===== config.mk =====
export PLATFORM = sky130hd
export DESIGN_NAME = modular_exponentiation_inverse
export DESIGN_NICKNAME = d
export VERILOG_FILES = /design/src/rtl/mexpi_pkg.sv /design/src/rtl/mexpi_modmul.sv /design/src/rtl/modular_exponentiation_inverse.sv
export SDC_FILE = /design/constraint.sdc
export NUM_CORES = 1
export LEC_CHECK = 0
export BUFFER_PORTS_ARGS = -buffer_cell sky130_fd_sc_hd__buf_2
export CAP_MARGIN = 5
export CORE_ASPECT_RATIO = 1.25
export CORE_MARGIN = 3
export CORE_UTILIZATION = 30
export CTS_BUF_LIST = sky130_fd_sc_hd__clkbuf_8
export CTS_CLUSTER_DIAMETER = 50
export DETAILED_ROUTE_END_ITERATION = 8
export SLEW_MARGIN = 20
export SYNTH_ARGS = -nofsm -noshare
export SYNTH_HDL_FRONTEND = slang
export SYNTH_SLANG_ARGS = --single-unit

===== constraint.sdc =====
create_clock -name clk_i -period 7.6 [get_ports clk_i]
set_input_delay 2.28 -clock clk_i [delete_from_list [all_inputs] [get_ports clk_i]]
set_output_delay 2.28 -clock clk_i [all_outputs]
set_load 0.005 [all_outputs]

===== src/rtl/mexpi_pkg.sv =====
package mexpi_pkg;

  localparam int unsigned WIDTH = 32;
  localparam int unsigned CntW  = (WIDTH > 2) ? $clog2(WIDTH) : 1;

  typedef enum logic [2:0] {
    ST_IDLE,
    ST_RED_WAIT,
    ST_SQ_ISSUE,
    ST_SQ_WAIT,
    ST_MUL_WAIT,
    ST_DONE
  } state_e;

  typedef struct packed {
    logic             start;
    logic [WIDTH-1:0] a;
    logic [WIDTH-1:0] b;
    logic [WIDTH-1:0] m;
  } mm_req_t;

  typedef struct packed {
    logic             done;
    logic [WIDTH-1:0] prod;
  } mm_rsp_t;

endpackage


===== src/rtl/mexpi_modmul.sv =====
// Bit-serial modular multiplier: a * b mod m, one bit of b per cycle, MSB first.
module mexpi_modmul (
  input  logic              clk_i,
  input  logic              rst_ni,
  input  mexpi_pkg::mm_req_t req_i,
  output mexpi_pkg::mm_rsp_t rsp_o
);
  import mexpi_pkg::*;

  logic [WIDTH-1:0] acc_q, acc_d;
  logic [WIDTH-1:0] a_q;
  logic [WIDTH-1:0] b_q;
  logic [CntW-1:0]  cnt_q;
  logic             busy_q;
  logic             done_q;

  logic [WIDTH:0] dbl, red1, sum, msum;

  always_comb begin
    msum = {1'b0, req_i.m};
    dbl  = {acc_q, 1'b0};
    red1 = (dbl >= msum) ? (dbl - msum) : dbl;
    sum  = red1 + (b_q[WIDTH-1] ? {1'b0, a_q} : '0);
    sum  = (sum >= msum) ? (sum - msum) : sum;
    acc_d = sum[WIDTH-1:0];
  end

  always_ff @(posedge clk_i or negedge rst_ni) begin
    if (!rst_ni) begin
      busy_q <= 1'b0;
      done_q <= 1'b0;
    end else begin
      done_q <= 1'b0;
      if (req_i.start && !busy_q) begin
        busy_q <= 1'b1;
      end else if (busy_q && (cnt_q == '0)) begin
        busy_q <= 1'b0;
        done_q <= 1'b1;
      end
    end
  end

  always_ff @(posedge clk_i) begin
    if (req_i.start && !busy_q) begin
      acc_q <= '0;
      a_q   <= req_i.a;
      b_q   <= req_i.b;
      cnt_q <= CntW'(WIDTH - 1);
    end else if (busy_q) begin
      acc_q <= acc_d;
      b_q   <= {b_q[WIDTH-2:0], 1'b0};
      cnt_q <= cnt_q - 1'b1;
    end
  end

  assign rsp_o.done = done_q;
  assign rsp_o.prod = acc_q;

endmodule


===== src/rtl/modular_exponentiation_inverse.sv =====
// Modular exponentiation: result = base^exponent mod modulus (opcode 0), or the
// Fermat inverse base^(modulus-2) mod modulus (opcode 1, prime modulus only).
// Command channel: a word is taken at a clock edge with start high and busy low;
// busy stays high until the result has been shown. The result appears on
// result_o for exactly one cycle with done_o high; the receiver cannot stall.
// Config channel: cfg_data_i is written into the modulus at an edge with
// cfg_valid_i and cfg_ready_o high; ready is high only while idle with start low.
// One bit-serial modular multiplier is shared for everything: the base
// reduction (1 * base), every square and every multiply. A square is started
// from its own issue state; a multiply starts as soon as its square is done.
// Each exponent bit, MSB first, takes a square and, if set, a multiply. After
// the result the block returns to idle before the next word is taken. Modulus
// below two shows result zero in the cycle after the accept; for the inverse, a
// base that reduces to zero shows zero once the base reduction is done. One item
// at a time. Reset returns to idle and sets the modulus to two.
module modular_exponentiation_inverse (
  input  logic                        clk_i,
  input  logic                        rst_ni,
  input  logic                        start,
  output logic                        busy,
  input  logic                        opcode_i,
  input  logic [mexpi_pkg::WIDTH-1:0] base_i,
  input  logic [mexpi_pkg::WIDTH-1:0] exponent_i,
  output logic                        done_o,
  output logic [mexpi_pkg::WIDTH-1:0] result_o,
  input  logic                        cfg_valid_i,
  output logic                        cfg_ready_o,
  input  logic [mexpi_pkg::WIDTH-1:0] cfg_data_i
);
  import mexpi_pkg::*;

  state_e state_q, state_d;

  logic [WIDTH-1:0] mod_q;
  logic             op_q;
  logic [WIDTH-1:0] exp_q;
  logic [WIDTH-1:0] base_q;
  logic [WIDTH-1:0] acc_q;
  logic [WIDTH-1:0] res_q;
  logic [CntW-1:0]  cnt_q;

  mm_req_t mm_req;
  mm_rsp_t mm_rsp;

  mexpi_modmul u_modmul (
    .clk_i  (clk_i),
    .rst_ni (rst_ni),
    .req_i  (mm_req),
    .rsp_o  (mm_rsp)
  );

  always_ff @(posedge clk_i or negedge rst_ni) begin
    if (!rst_ni) begin
      state_q <= ST_IDLE;
      mod_q   <= WIDTH'(2);
    end else begin
      state_q <= state_d;
      if (cfg_valid_i && cfg_ready_o) begin
        mod_q <= cfg_data_i;
      end
    end
  end

  // next state
  always_comb begin
    state_d = state_q;
    unique case (state_q)
      ST_IDLE: begin
        if (start) begin
          state_d = (mod_q < WIDTH'(2)) ? ST_DONE : ST_RED_WAIT;
        end
      end
      ST_RED_WAIT: begin
        if (mm_rsp.done) begin
          state_d = (op_q && (mm_rsp.prod == '0)) ? ST_DONE : ST_SQ_ISSUE;
        end
      end
      ST_SQ_ISSUE: state_d = ST_SQ_WAIT;
      ST_SQ_WAIT: begin
        if (mm_rsp.done) begin
          if (exp_q[WIDTH-1]) begin
            state_d = ST_MUL_WAIT;
          end else begin
            state_d = (cnt_q == '0) ? ST_DONE : ST_SQ_ISSUE;
          end
        end
      end
      ST_MUL_WAIT: begin
        if (mm_rsp.done) begin
          state_d = (cnt_q == '0) ? ST_DONE : ST_SQ_ISSUE;
        end
      end
      ST_DONE: state_d = ST_IDLE;
      default: state_d = ST_IDLE;
    endcase
  end

  // outputs and multiplier requests
  always_comb begin
    busy         = 1'b1;
    done_o       = 1'b0;
    cfg_ready_o  = 1'b0;
    mm_req.start = 1'b0;
    mm_req.a     = acc_q;
    mm_req.b     = acc_q;
    mm_req.m     = mod_q;
    unique case (state_q)
      ST_IDLE: begin
        busy         = 1'b0;
        cfg_ready_o  = !start;
        mm_req.start = start && (mod_q >= WIDTH'(2));
        mm_req.a     = WIDTH'(1);
        mm_req.b     = base_i;
      end
      ST_RED_WAIT: ;
      ST_SQ_ISSUE: mm_req.start = 1'b1;
      ST_SQ_WAIT: begin
        mm_req.start = mm_rsp.done && exp_q[WIDTH-1];
        mm_req.a     = mm_rsp.prod;
        mm_req.b     = base_q;
      end
      ST_MUL_WAIT: ;
      ST_DONE: done_o = 1'b1;
      default: ;
    endcase
  end

  always_ff @(posedge clk_i) begin
    case (state_q)
      ST_IDLE: begin
        if (start) begin
          op_q  <= opcode_i;
          exp_q <= opcode_i ? (mod_q - WIDTH'(2)) : exponent_i;
          res_q <= '0;
        end
      end
      ST_RED_WAIT: begin
        if (mm_rsp.done) begin
          base_q <= mm_rsp.prod;
          acc_q  <= WIDTH'(1);
          cnt_q  <= CntW'(WIDTH - 1);
          res_q  <= '0;
        end
      end
      ST_SQ_WAIT: begin
        if (mm_rsp.done) begin
          acc_q <= mm_rsp.prod;
          res_q <= mm_rsp.prod;
          exp_q <= {exp_q[WIDTH-2:0], 1'b0};
          if (!exp_q[WIDTH-1] && (cnt_q != '0)) begin
            cnt_q <= cnt_q - 1'b1;
          end
        end
      end
      ST_MUL_WAIT: begin
        if (mm_rsp.done) begin
          acc_q <= mm_rsp.prod;
          res_q <= mm_rsp.prod;
          if (cnt_q != '0) begin
            cnt_q <= cnt_q - 1'b1;
          end
        end
      end
      default: ;
    endcase
  end

  assign result_o = res_q;

endmodule


; ---- Word-level counts from Yosys, hierarchy flattened
; Cells that the tools add are included.
[classes]
addsub = 6
n_lt_le_gt_ge = 4
n_eq_ne = 12
n_mux = 39
n_reduce_logical = 29
[op_table]
columns = op, count
row1 = $mux 32, 11
row2 = $pmux 32 s2, 2
row3 = $pmux 64 s2, 1
row4 = $pmux 32 s3, 1
row5 = $ge 33x32->1, 2
row6 = $add 33x32->33, 1
row7 = $mux 33, 1
row8 = $sub 33x32->33, 1
row9 = $ge 32x2->1 const B, 1
row10 = $logic_not 32->1, 1
row11 = $lt 32x2->1 const B, 1
row12 = $sub 32x2->32 const B, 1
row13 = $sub 32x32->32, 1
row14 = $mux 5, 5
row15 = $mux 3, 8
row16 = $pmux 3 s5, 1
row17 = $pmux 5 s3, 1
row18 = $logic_not 5->1, 2
row19 = $sub 5x1->5 const B, 2
row20 = $ne 2x1->1 const B, 4
row21 = $reduce_and 4->1, 2
row22 = $reduce_bool 2->1, 4
row23 = $logic_and 1x1->1, 7
row24 = $mux 1, 7
row25 = 13 further kinds, 22
[totals]
ff_bits = 272
input_bits = 101
output_inout_bits = 35
wordCells = 104

; ---- Longest topological paths before layout
; Gate-level depths: netlist (run 1).
[logic_depth]
depth_word = 5
ltp_mapped = 38
ltp_nobuf = 33

; ---- Hierarchy
; From an unflattened synthesis (run 1), not the netlist that was laid out.
[unflattened]
hier_cells = 1869
hier_area_um2 = 17914.7
[modules_own_cells]
columns = mod, instances, cells_per_inst, area_per_inst_um2, seq_area_each_um2
row1 = mexpi_modmul, 1, 1058, 9323.9, 2712.6
row2 = modular_exponentiation_inverse, 1, 811, 8590.7, 4901.0

; ---- Least setup slack after synthesis (run 1)
; OpenSTA, ideal clock, no wires.
[synth_timing]
path_type = flip-flop to flip-flop
from = reg mod_q[1]
to = reg u_modmul.acc_q[26]
arrival_ps = 7713
required_ps = 7478
slack_ps = -235
path_stages_with_launch = 37
path_buffers = 3
path_cell_list = dfstp_2 -> inv_1 -> ha_1 -> nor2b_1 -> o31a_1 -> o21ai_1 -> o21ai_0 -> a31oi_1 -> o21ai_0 -> a21boi_0 -> buf_2 -> buf_2 -> nor2_1 -> ha_1 -> inv_1 -> fa_1 -> and2b_1 -> o31a_2 -> o22ai_2 -> or4_4 -> a211oi_2 -> or3_1 -> a221o_1 -> a21oi_1 -> xnor2_1 -> ha_1 -> and4_1 -> and4_1 -> nand4_1 -> or2_2 -> o311ai_1 -> a41oi_1 -> a21boi_0 -> mux2_4 -> buf_6 -> and2_4 -> a221o_1
[synth_between]
elab_chain_len = 5
[synth_lines]
columns = element, line
row1 = from (decl), modular_exponentiation_inverse.sv:34  ; logic [WIDTH-1:0] mod_q;
row2 = from (signal assigned), modular_exponentiation_inverse.sv:59  ; mod_q <= cfg_data_i;
row3 = $sub 33x32->33 or $ge 33x32->1 (tied branches), mexpi_modmul.sv:22  ; red1 = (dbl >= msum) ? (dbl - msum) : dbl;
row4 = $mux 33, mexpi_modmul.sv:22
row5 = $add 33x32->33, mexpi_modmul.sv:23  ; sum = red1 + (b_q[WIDTH-1] ? {1'b0, a_q} : '0);
row6 = $sub 32x32->32 or $ge 33x32->1 (tied branches), mexpi_modmul.sv:24  ; sum = (sum >= msum) ? (sum - msum) : sum;
row7 = $mux 32, mexpi_modmul.sv:24
row8 = to (signal assigned), mexpi_modmul.sv:45  ; acc_q <= '0;
row9 = to (signal assigned), mexpi_modmul.sv:50  ; acc_q <= acc_d;
row10 = to (decl), mexpi_modmul.sv:10  ; logic [WIDTH-1:0] acc_q, acc_d;
; Parallel ways exist; a longest one is shown, timed or not.
; A chain may end at the register's enable or synchronous reset.

; ---- Final worst setup path (run 1)
[layout_timing]
from = reg mod_q[1]
to = reg u_modmul.acc_q[0]
[layout_between]
elab_chain_len = 5
[layout_lines]
columns = element, line
row1 = $sub 33x32->33 or $ge 33x32->1 (tied branches), mexpi_modmul.sv:22
row2 = $mux 33, mexpi_modmul.sv:22
row3 = $add 33x32->33, mexpi_modmul.sv:23
row4 = $ge 33x32->1 or $sub 32x32->32 (tied branches), mexpi_modmul.sv:24
row5 = $mux 32, mexpi_modmul.sv:24
; Parallel ways exist; a longest one is shown, timed or not.

==> results of run 1 <==
metal layers:
metal	up-vias	track usage, %
met5	-	0
li1	7805	-
met2	512	30.00
met1	7541	25.05
met3	99	2.513
met4	0	5.593
final timing paths:
check	startpoint	endpoint	slack (ns)	cells after the start
worst max register to register	mod_q[1]	u_modmul.acc_q[0]	0.14	34
max in group asynchronous	rst_ni	state_q[1]	5.41	2
worst min register to register	u_modmul.cnt_q[0]	u_modmul.cnt_q[0]	0.48	1
worst min-delay path	u_modmul.cnt_q[0]	u_modmul.cnt_q[0]	0.48	1
min in group asynchronous	rst_ni	mod_q[26]	1.73	2
worst max-delay path	mod_q[1]	u_modmul.acc_q[0]	0.14	34
registers in the layout (all words and copies together) (netlist names):
signal,flops
op_q,1
state_q,3
u_modmul.acc_q,32
result_o,32
exp_q,32
u_modmul.busy_q,1
u_modmul.cnt_q,5
cnt_q,5
u_modmul.b_q,32
mod_q,32
u_modmul.a_q,32
acc_q,32
base_q,32
u_modmul.done_q,1
logic make-up after synthesis:
| group | count (synthesis) |
|---|---|
| adder cells (fa/ha/maj) | 102 |
| XOR/XNOR | 105 |
| buffers and inverters | 164 |
| AO/OA/AOI/OAI | 600 |
| flip-flops | 272 |
| multiplexers | 97 |
| AND/OR/NAND/NOR | 540 |
timing repair:
action	in CTS	in global routing
gates cloned	0	4
pin swaps	9	40
resized for setup	22	72
endpoints found under the setup margin	32	32
setup buffers	4	16
per-stage QoR:
step / hold slack, ns / instances / instance area, sq um / util, %
CTS: 0.4737 / 3059 / 22520 / 38.36
finish: 0.4761 / 3078 / 23000 / 39.18
global placement: 0.4469 / 2965 / 21390 / 36.44
detailed placement: 0.4662 / 2965 / 21390 / 36.44
global route: 0.4958 / 3078 / 23000 / 39.18
floorplan: 0.4309 / 1880 / 17930 / -
cell usage after synthesis, drive strengths merged (15+ instances only):
master / count / area, sq um
xnor2: 70 / 613.1
and2: 69 / 434.2
buf: 21 / 113.9
inv: 73 / 274.0
nor3: 33 / 165.2
mux2i: 60 / 600.6
ha: 99 / 1239
nand3: 53 / 265.3
edfxtp: 198 / 5946
o21a: 19 / 142.6
a21o: 25 / 187.7
xor2: 35 / 306.5
clkbuf: 69 / 259.0
a21oi: 133 / 665.6
a211oi: 18 / 140.1
dfrtp: 36 / 900.9
a22o: 32 / 280.3
mux2: 37 / 420.4
dfxtp: 37 / 740.7
nand2: 198 / 743.2
a22oi: 67 / 503.0
nand4: 15 / 100.1
o21ai: 198 / 991.0
and3: 20 / 125.1
nor2: 76 / 285.3
cells in the final DEF (no fill, tap or decap), types with 74 or more instances in the layout:
cell / count
buf_2: 134
buf_4: 295
ha_1: 91
o21ai_0: 159
inv_1: 84
nor2_1: 74
a21oi_1: 126
edfxtp_1: 198
nand2_1: 196
final cells by class:
type	instances	share of cell area [%]
Clock buffer	53	3.171
Clock inverter	37	1.186
Inverter	74	1.208
Multi-Input combinational cell	1444	43.72
Sequential cell	272	33.10
Tap cell	757	4.117
Timing Repair Buffer	441	13.49
worst max-delay path: cells and delay by family, from the launching register on:
kind            cells  cell delay (ns)
compound gates     16             3.24
xor+xnor            1             0.13
fa+ha+maj           3             0.88
buf+inv             5             0.66
flops               1             0.53
mux                 2             0.44
simple gates        7             1.43
==> metrics.cfg, run 1 <==
[routing]
drt-total-wl_microns=59220
met1_length_microns=26840
drt_pass1_iterations=5
viasPerCell=5.184
drt_iter0_markers=1310
highest_layer=met4
detail_route.wl_per_cell_microns=19.24
dr_total_vias=15960
ant_nets=0
post-route-drc-count=0
wl_met3_microns=3441
wl_met2_microns=27360

[setup_path]
cp.required_ns=8.12
cp_data_arrival_time_ns=7.98
worstSetupEndpointType=flip-flop
critPathMaxFanout=8
cpPeakStageDelay_ns=0.53
start_kind=flip-flop
crit_type=flip-flop to flip-flop
slowest_stage=dfstp_2
critical_path.most_common_cell=o21ai_2

[clock_network]
cts_buffers=49
clk_latency_ns=0.63
cts_hold_buf=0
clk_transition_reported_paths_ns=0.06
clkSinkCount=272
cts-root-buf=clkbuf_8
cts-htree-levels=2
clockBufferDepth=3
cts_tree=done

[logic_synthesis]
avgSynthCellArea_sq_um=9.532
syn_inst=1880
synthMuxAreaShare_pct=5.698
yosysSeqAreaShare_pct=42.49
synth_compound_area_share_pct=21.13
ys_types=79
synth_top_family_by_area=compound AO/OA/AOI/OAI gates
synth_xor_area_share_pct=5.132
synth-async-reset-ratio_pct=13.60
synth-simple-area-share_pct=14.68
syn-num-nets=2083
synth_seq_cells=272
synth-adder-area-share_pct=7.248
ys.flop_type=edfxtp_1
synth_warnings=0
syn_area_sq_um=17920
synth-edff-count=198

[grt]
grt_first_pass_wirelength_microns=90510
grt_pass1_vias=16090
grt.overflow.total=0
grt_start_max_net_pins=96
grt_usage_pct=18.28
antenna_found_initial=0

[cells_and_area]
nFillCells=5928
area_growth_pct=28.37
antenna_cells=0
nNetsFinal=2485
multiInputGateArea_sq_um=10060
regArea_sq_um=7615
drive_gt1_share_pct=27.45

[sta]
worst_pin_slew_ns=0.9707
rsz0062_at_grt=true
finalClockSkew_ns=0.02315
hold_violations=0
fmax_mhz=134.1
final_max_slew_viol_count=0
max-slew-margin-rel_pct=35.29
fin_setup_tns_ns=0
min_period_ns=7.455
finalCritPeriodShare_pct=98.09
finalSetupViolations=0
setup_slack_ns=0.1450

[floorplan]
std_cell_rows=99
core_area_sq_um=58710
start_util_pct=30.52
die_area_sq_um=62720
io_pins=136
die_h_microns=279.3
fp.dieW_microns=224.6

[placement]
gp_congestion=0.9591
port_buffers=135
place_ws_ns=-0.5160
hpwl_microns=44810

[status]
status=completed

[job]
cap_viol_max_count=0

[worst_hold_path]
hp-class=flip-flop to flip-flop

Power of run 1 is left out: the tool's default activity adds up to more than one toggle a clock period on the data nets, which glitch-free logic cannot reach.
==> inputs of run 2 (changes only) <==
--- a/config.mk
+++ b/config.mk
@@ -5,6 +5,7 @@
 export SDC_FILE = /design/constraint.sdc
 export NUM_CORES = 1
 export LEC_CHECK = 0
+export ABC_AREA = 1
 export BUFFER_PORTS_ARGS = -buffer_cell sky130_fd_sc_hd__buf_2
 export CAP_MARGIN = 5
 export CORE_ASPECT_RATIO = 1.25
==> constraint.sdc (replaced) <==
create_clock -name clk_i -period 8.2 [get_ports clk_i]
set_input_delay 2.46 -clock clk_i [delete_from_list [all_inputs] [get_ports clk_i]]
set_output_delay 2.46 -clock clk_i [all_outputs]
set_load 0.005 [all_outputs]
==> run 2 against run 1 <==
  * Final area decreased by 7.7%
  * Critical endpoint is now u_modmul.acc_q[3]
  * Core utilization decreased by 4.6 points
  * Synthesized cell count increased by 31%
  * Critical path type unchanged
  * Die area increased by 4.7%
  * Wire length increased by 5.7%
  * Critical path depth increased by 4
==> metrics.cfg, run 2 <==
[status]
status=completed  ; unchanged

[sta]
finalCritPeriodShare_pct=84.81  ; was 98.09%
finalSetupViolations=0  ; unchanged
fin_setup_tns_ns=0  ; unchanged
worst_pin_slew_ns=1.064  ; was 0.9707 ns
finalClockSkew_ns=0.02601  ; was 0.02315 ns
rsz0062_at_grt=false  ; was true
hold_violations=0  ; unchanged
min_period_ns=6.954  ; was 7.455 ns
fmax_mhz=143.8  ; was 134.1 MHz
whs_ns=0.4141  ; was 0.4761 ns
final_max_slew_viol_count=0  ; unchanged
max-slew-margin-rel_pct=29.04  ; was 35.29%

[routing]
drt_pass1_iterations=6  ; was 5
drt_iter0_markers=1119  ; was 1,310
drt-total-wl_microns=62590  ; was 59,220 microns
post-route-drc-count=0  ; unchanged
ant_nets=0  ; unchanged
wl_met3_microns=3025  ; was 3441 microns
highest_layer=met4  ; unchanged
dr_total_vias=16980  ; was 15,960
detail_route.wl_per_cell_microns=18.05  ; was 19.24 microns
viasPerCell=4.896  ; was 5.184
wl_met2_microns=30710  ; was 27,360 microns
met1_length_microns=25430  ; was 26,840 microns

[floorplan]
die_h_microns=285.8  ; was 279.3 microns
core_area_sq_um=61420  ; was 58,710 sq um
io_pins=136  ; unchanged
fp.dieW_microns=229.9  ; was 224.6 microns
start_util_pct=30.60  ; was 30.52%
std_cell_rows=101  ; was 99
die_area_sq_um=65700  ; was 62,720 sq um

[placement]
place_inst=3379  ; was 2,965
gp_congestion=0.9517  ; was 0.9591
port_buffers=135  ; unchanged
hpwl_microns=50320  ; was 44,810 microns

[grt]
grt_usage_pct=18.70  ; was 18.28%
antenna_found_initial=3  ; was 0
grt.overflow.total=0  ; unchanged
grt_first_pass_wirelength_microns=96010  ; was 90,510 microns
grt_start_max_net_pins=70  ; was 96
grt_pass1_vias=16920  ; was 16,090

[logic_synthesis]
synth_seq_cells=272  ; unchanged
ys.flop_type=edfxtp_1  ; unchanged
synth_largest_area_cell=edfxtp_1  ; unchanged
syn-num-nets=2670  ; was 2,083
synth_warnings=0  ; unchanged
yosysSeqAreaShare_pct=40.52  ; was 42.49%
avgSynthCellArea_sq_um=7.617  ; was 9.532 sq um
synth-async-reset-ratio_pct=13.60  ; unchanged
yosys-top-cells-area=edfxtp_1, nand2_1, inv_1, ha_1, dfrtp_1  ; was edfxtp_1, ha_1, o21ai_0, dfrtp_1, nand2_1
synthTopCellsByCount=nand2_1, inv_1, nor2_1  ; was edfxtp_1, nand2_1, o21ai_0
synth_most_common_cell=nand2_1
syn_area_sq_um=18790  ; was 17,920 sq um
ys_types=51  ; was 79
synth_top_area_share_pct=31.64  ; was 33.18%
synth-edff-count=198  ; unchanged
syn_inst=2467  ; was 1,880

[cells_and_area]
area_growth_pct=13.00  ; was 28.37%
final_common_cell=nand2_1  ; was buf_4
final_util_pct=34.57  ; was 39.18%
nFillCells=6616  ; was 5,928
final_cells=3467  ; was 3,078
nNetsFinal=2808  ; was 2,485
layout_common_cells=nand2_1, inv_1, nor2_1  ; was buf_4, edfxtp_1, nand2_1
drive_gt1_share_pct=10.90  ; was 27.45%

[clock_network]
cts_resized=0  ; was 22
clk_transition_reported_paths_ns=0.06  ; about the same
clk_latency_ns=0.60  ; was 0.63 ns
cts-root-buf=clkbuf_8  ; unchanged
cts_buffers=47  ; was 49
cts-htree-levels=2  ; unchanged
clockBufferDepth=3  ; unchanged
clkSinkCount=272  ; unchanged
post-cts-setup-buffers=0  ; was 4
cts_hold_buf=0  ; unchanged
cts_tree=done  ; unchanged

[setup_path]
critPathMaxFanout=33  ; was 8
cp_data_arrival_time_ns=7.50  ; was 7.98 ns
reg2regPathDepth=38  ; was 34
cp.required_ns=8.75  ; was 8.12 ns
cpPeakStageDelay_ns=0.48  ; was 0.53 ns
critical_path.most_common_cell=nand2_1  ; was o21ai_2
start_kind=flip-flop  ; unchanged
crit_type=flip-flop to flip-flop  ; unchanged
reg2reg_setup_slack_ns=1.25  ; was 0.14 ns
worstSetupEndpointType=flip-flop  ; unchanged
slowest_stage=nand4_4  ; was dfstp_2

[worst_hold_path]
whs_path_depth=1  ; unchanged
hp-class=flip-flop to flip-flop  ; unchanged

[job]
cap_viol_max_count=0  ; unchanged

run 2: cell count changes in the layout (fill, tap and decap cells not counted), sizes merged, moves of 66 or more:
cell | before | now
a22oi | 67 | 1
and2 | 69 | 2
buf | 438 | 163
inv | 89 | 394
nand2 | 198 | 652
nor2 | 76 | 251
run 2: area by class of cell:
class	count	area (sq um)	share of cell area, %
well taps	824	1031	4.855
multi-input cells	1745	9389	44.22
diodes	2	5.005	0.02357
clock inverters	38	239.0	1.125
flip-flops and latches	272	7614	35.86
inverters	376	1411	6.647
clock buffers	47	646.9	3.046
repair buffers	163	898.4	4.231
run 2: per-layer routing:
layer | up-vias | GRT usage [%]
li1 | 8470 | -
met1 | 7868 | 22.39
met2 | 507 | 33.16
met3 | 130 | 1.952
met4 | 0 | 9.513
met5 | - | 0
run 2: logic make-up after synthesis:
family | share of synthesized area (%)
flip-flops | 40.52
AND/OR/NAND/NOR | 24.80
XOR/XNOR | 4.195
adder cells (fa/ha/maj) | 6.911
AO/OA/AOI/OAI | 13.82
buffers and inverters | 9.761
run 2: worst paths after layout:
kind                                     end         startpoint
max                        u_modmul.acc_q[3]          mod_q[28]
min                          u_modmul.done_q  u_modmul.cnt_q[4]
max reg2reg                u_modmul.acc_q[3]          mod_q[28]
min reg2reg                  u_modmul.done_q  u_modmul.cnt_q[4]
max in group asynchronous         state_q[1]             rst_ni
min in group asynchronous           mod_q[5]             rst_ni
run 2: critical path, delay by kind of cell, from the launching register on:
| family | cells | cell delay [ns] |
|---|---|---|
| simple gates | 23 | 3.22 |
| compound gates | 5 | 0.76 |
| xor+xnor | 1 | 0.28 |
| fa+ha+maj | 3 | 1.23 |
| flops | 1 | 0.36 |
| buf+inv | 6 | 1.04 |
run 2: metrics by stage:
step	cell area [sq um]	worst slack, ns
detailed placement	20320	1.365
global placement	20320	1.440
global route	21230	0.4545
finish	21230	1.246
floorplan	18790	2.755
CTS	21210	1.310
Power of run 2 is left out for the same reason.
==> inputs of run 3 (changes only) <==
==> constraint.sdc (replaced) <==
create_clock -name clk_i -period 6.8 [get_ports clk_i]
set_input_delay 2.04 -clock clk_i [delete_from_list [all_inputs] [get_ports clk_i]]
set_output_delay 2.04 -clock clk_i [all_outputs]
set_load 0.005 [all_outputs]
==> run 3 against run 2 <==
  * Final area is 1.8% higher
  * Critical path type unchanged
  * Register-to-register slack worse by 0.83 ns
  * Die area stayed put
  * Clock-buffer cell count is 1 higher
  * Setup slack worse by 0.83 ns
  * Sequential share of layout area is 0.64 points lower
==> metrics.cfg, run 3 (synthesized netlist as in run 2, its figures left out) <==
[routing]
viasPerCell=4.914  ; was 4.896
dr_total_vias=17250  ; was 16,980
drt_iter0_markers=1163  ; was 1,119
detail_route.wl_per_cell_microns=18.70  ; was 18.05 microns
ant_nets=0  ; unchanged
post-route-drc-count=0  ; unchanged
drt_pass1_iterations=6  ; unchanged
drt-total-wl_microns=65620  ; was 62,590 microns

[setup_path]
reg2regPathDepth=35  ; was 38
start_kind=flip-flop  ; unchanged
cp.required_ns=7.28  ; was 8.75 ns
cp_data_arrival_time_ns=6.86  ; was 7.50 ns
crit_type=flip-flop to flip-flop  ; unchanged
startpoint=mod_q[23]  ; was mod_q[28]
worstSetupEndpointType=flip-flop  ; unchanged
reg2reg_to=u_modmul.acc_q[6]  ; was u_modmul.acc_q[3]
cpPeakStageDelay_ns=0.44  ; was 0.48 ns
crit_path_end=u_modmul.acc_q[6]  ; was u_modmul.acc_q[3]
critical_path.most_common_cell=nand2_1  ; unchanged
reg2reg_setup_slack_ns=0.41  ; was 1.25 ns
critPathMaxFanout=17  ; was 33
r2r-start=mod_q[23]  ; was mod_q[28]
slowest_stage=ha_2  ; was nand4_4

[floorplan]
io_pins=136  ; unchanged
fp.dieW_microns=229.9  ; unchanged
start_util_pct=30.60  ; unchanged
core_area_sq_um=61420  ; unchanged
die_h_microns=285.8  ; unchanged
die_area_sq_um=65700  ; unchanged
std_cell_rows=101  ; unchanged

[cells_and_area]
area_growth_pct=15.06  ; was 13.00%
drive_gt1_share_pct=12.74  ; was 10.90%
final_common_cell=nand2_1  ; unchanged
layout_common_cells=nand2_1, inv_1, nor2_1  ; unchanged
nNetsFinal=2854  ; was 2,808

[status]
status=completed  ; unchanged

[grt]
grt_start_max_net_pins=55  ; was 70
grt_first_pass_wirelength_microns=99090  ; was 96,010 microns
grt_usage_pct=19.36  ; was 18.70%
grt_pass1_vias=17230  ; was 16,920
grt.overflow.total=0  ; unchanged
antenna_found_initial=3  ; unchanged

[clock_network]
cts_tree=done  ; unchanged
clockBufferDepth=3  ; unchanged
cts_buffers=44  ; was 47
cts-root-buf=clkbuf_8  ; unchanged
clk_transition_reported_paths_ns=0.07  ; was 0.06 ns
clk_latency_ns=0.59  ; was 0.60 ns
clkSinkCount=272  ; unchanged
cts-htree-levels=2  ; unchanged

[sta]
hold_violations=0  ; unchanged
finalClockSkew_ns=0.02446  ; was 0.02601 ns
min_period_ns=6.387  ; was 6.954 ns
fmax_mhz=156.6  ; was 143.8 MHz
rsz0062_at_grt=false  ; unchanged
finalCritPeriodShare_pct=93.93  ; was 84.81%
final_max_slew_viol_count=0  ; unchanged
finalSetupViolations=0  ; unchanged
fin_setup_tns_ns=0  ; unchanged
worst_pin_slew_ns=1.079  ; was 1.064 ns
max-slew-margin-rel_pct=27.91  ; was 29.04%

[placement]
hpwl_microns=53190  ; was 50,320 microns
port_buffers=135  ; unchanged
gp_congestion=0.9734  ; was 0.9517

[job]
cap_viol_max_count=0  ; unchanged

[worst_hold_path]
hp-class=flip-flop to flip-flop  ; unchanged

[run 3: changes by cell type in the layout (fill, tap and decap cells not counted), sizes merged]
| cell | change |
|---|---|
| bufinv | -1 |
| nand4 | +1 |
| clkinvlp | +1 |
| clkinv | -7 |
| clkbuf | +1 |
| buf | +48 |
[run 3: stage by stage]
step,util (%),area (sq um),worst slack (ns),hold slack [ns],cells
2_1_floorplan,-,18790,1.618,0.3959,2467
3_3_place_gp,33.67,20680,0.2012,0.4034,3425
3_5_place_dp,33.67,20680,0.2267,0.4134,3425
4_1_cts,35.02,21510,0.1976,0.4200,3504
5_1_grt,35.21,21620,0.01386,0.4320,3510
6_report,35.21,21620,0.4127,0.4194,3510
[run 3: area by class of cell]
cell class	count	area [sq um]
antenna	2	5.005
multi-input combinational	1746	9449
timing repair buffer	211	1287
tap	824	1031
clock buffer	48	660.6
sequential	272	7614
fill	6562	39790
inverter	376	1411
clock inverter	31	163.9
[run 3: how the worst min path moves through the flow]
stage | startpoint | to | slack [ns] | cells after the start
final | u_modmul.cnt_q[4] | u_modmul.done_q | 0.42 | 1
after detailed placement | u_modmul.cnt_q[4] | u_modmul.done_q | 0.41 | 1
after CTS | u_modmul.cnt_q[4] | u_modmul.done_q | 0.42 | 1
after floorplan | u_modmul.cnt_q[4] | u_modmul.done_q | 0.40 | 1
after global placement | u_modmul.cnt_q[4] | u_modmul.done_q | 0.40 | 1
after global routing | u_modmul.cnt_q[4] | u_modmul.done_q | 0.43 | 1
[run 3: worst max-delay path, delay by kind of cell, from the launching register on]
kind,cells,cell delay (ns)
AOI/OAI and AO/OA,4,0.58
xor gates and xnor gates,1,0.39
adders and majority gates,3,1.14
buffers and inverters,8,1.28
DFF,1,0.43
and+or+nand+nor,19,2.44
[run 3: metal layers]
| layer | global-route usage (%) | vias up | part of all wire (%) |
|---|---|---|---|
| li1 | - | 8561 | - |
| met1 | 22.55 | 8048 | 40 |
| met2 | 35.14 | 490 | 50 |
| met3 | 1.653 | 147 | 3.9 |
| met4 | 10.32 | 2 | 6.0 |
| met5 | 0 | - | 0.020 |
[run 3: repair_timing]
action / 4_1_cts / 5_1_grt
setup buffers: 0 / 3
endpoints found under the setup margin: 0 / 32
gates resized for setup: 0 / 12
hold buffers: 0 / 0
hold endpoints to repair: 0 / 0
Power of run 3 is left out for the same reason.
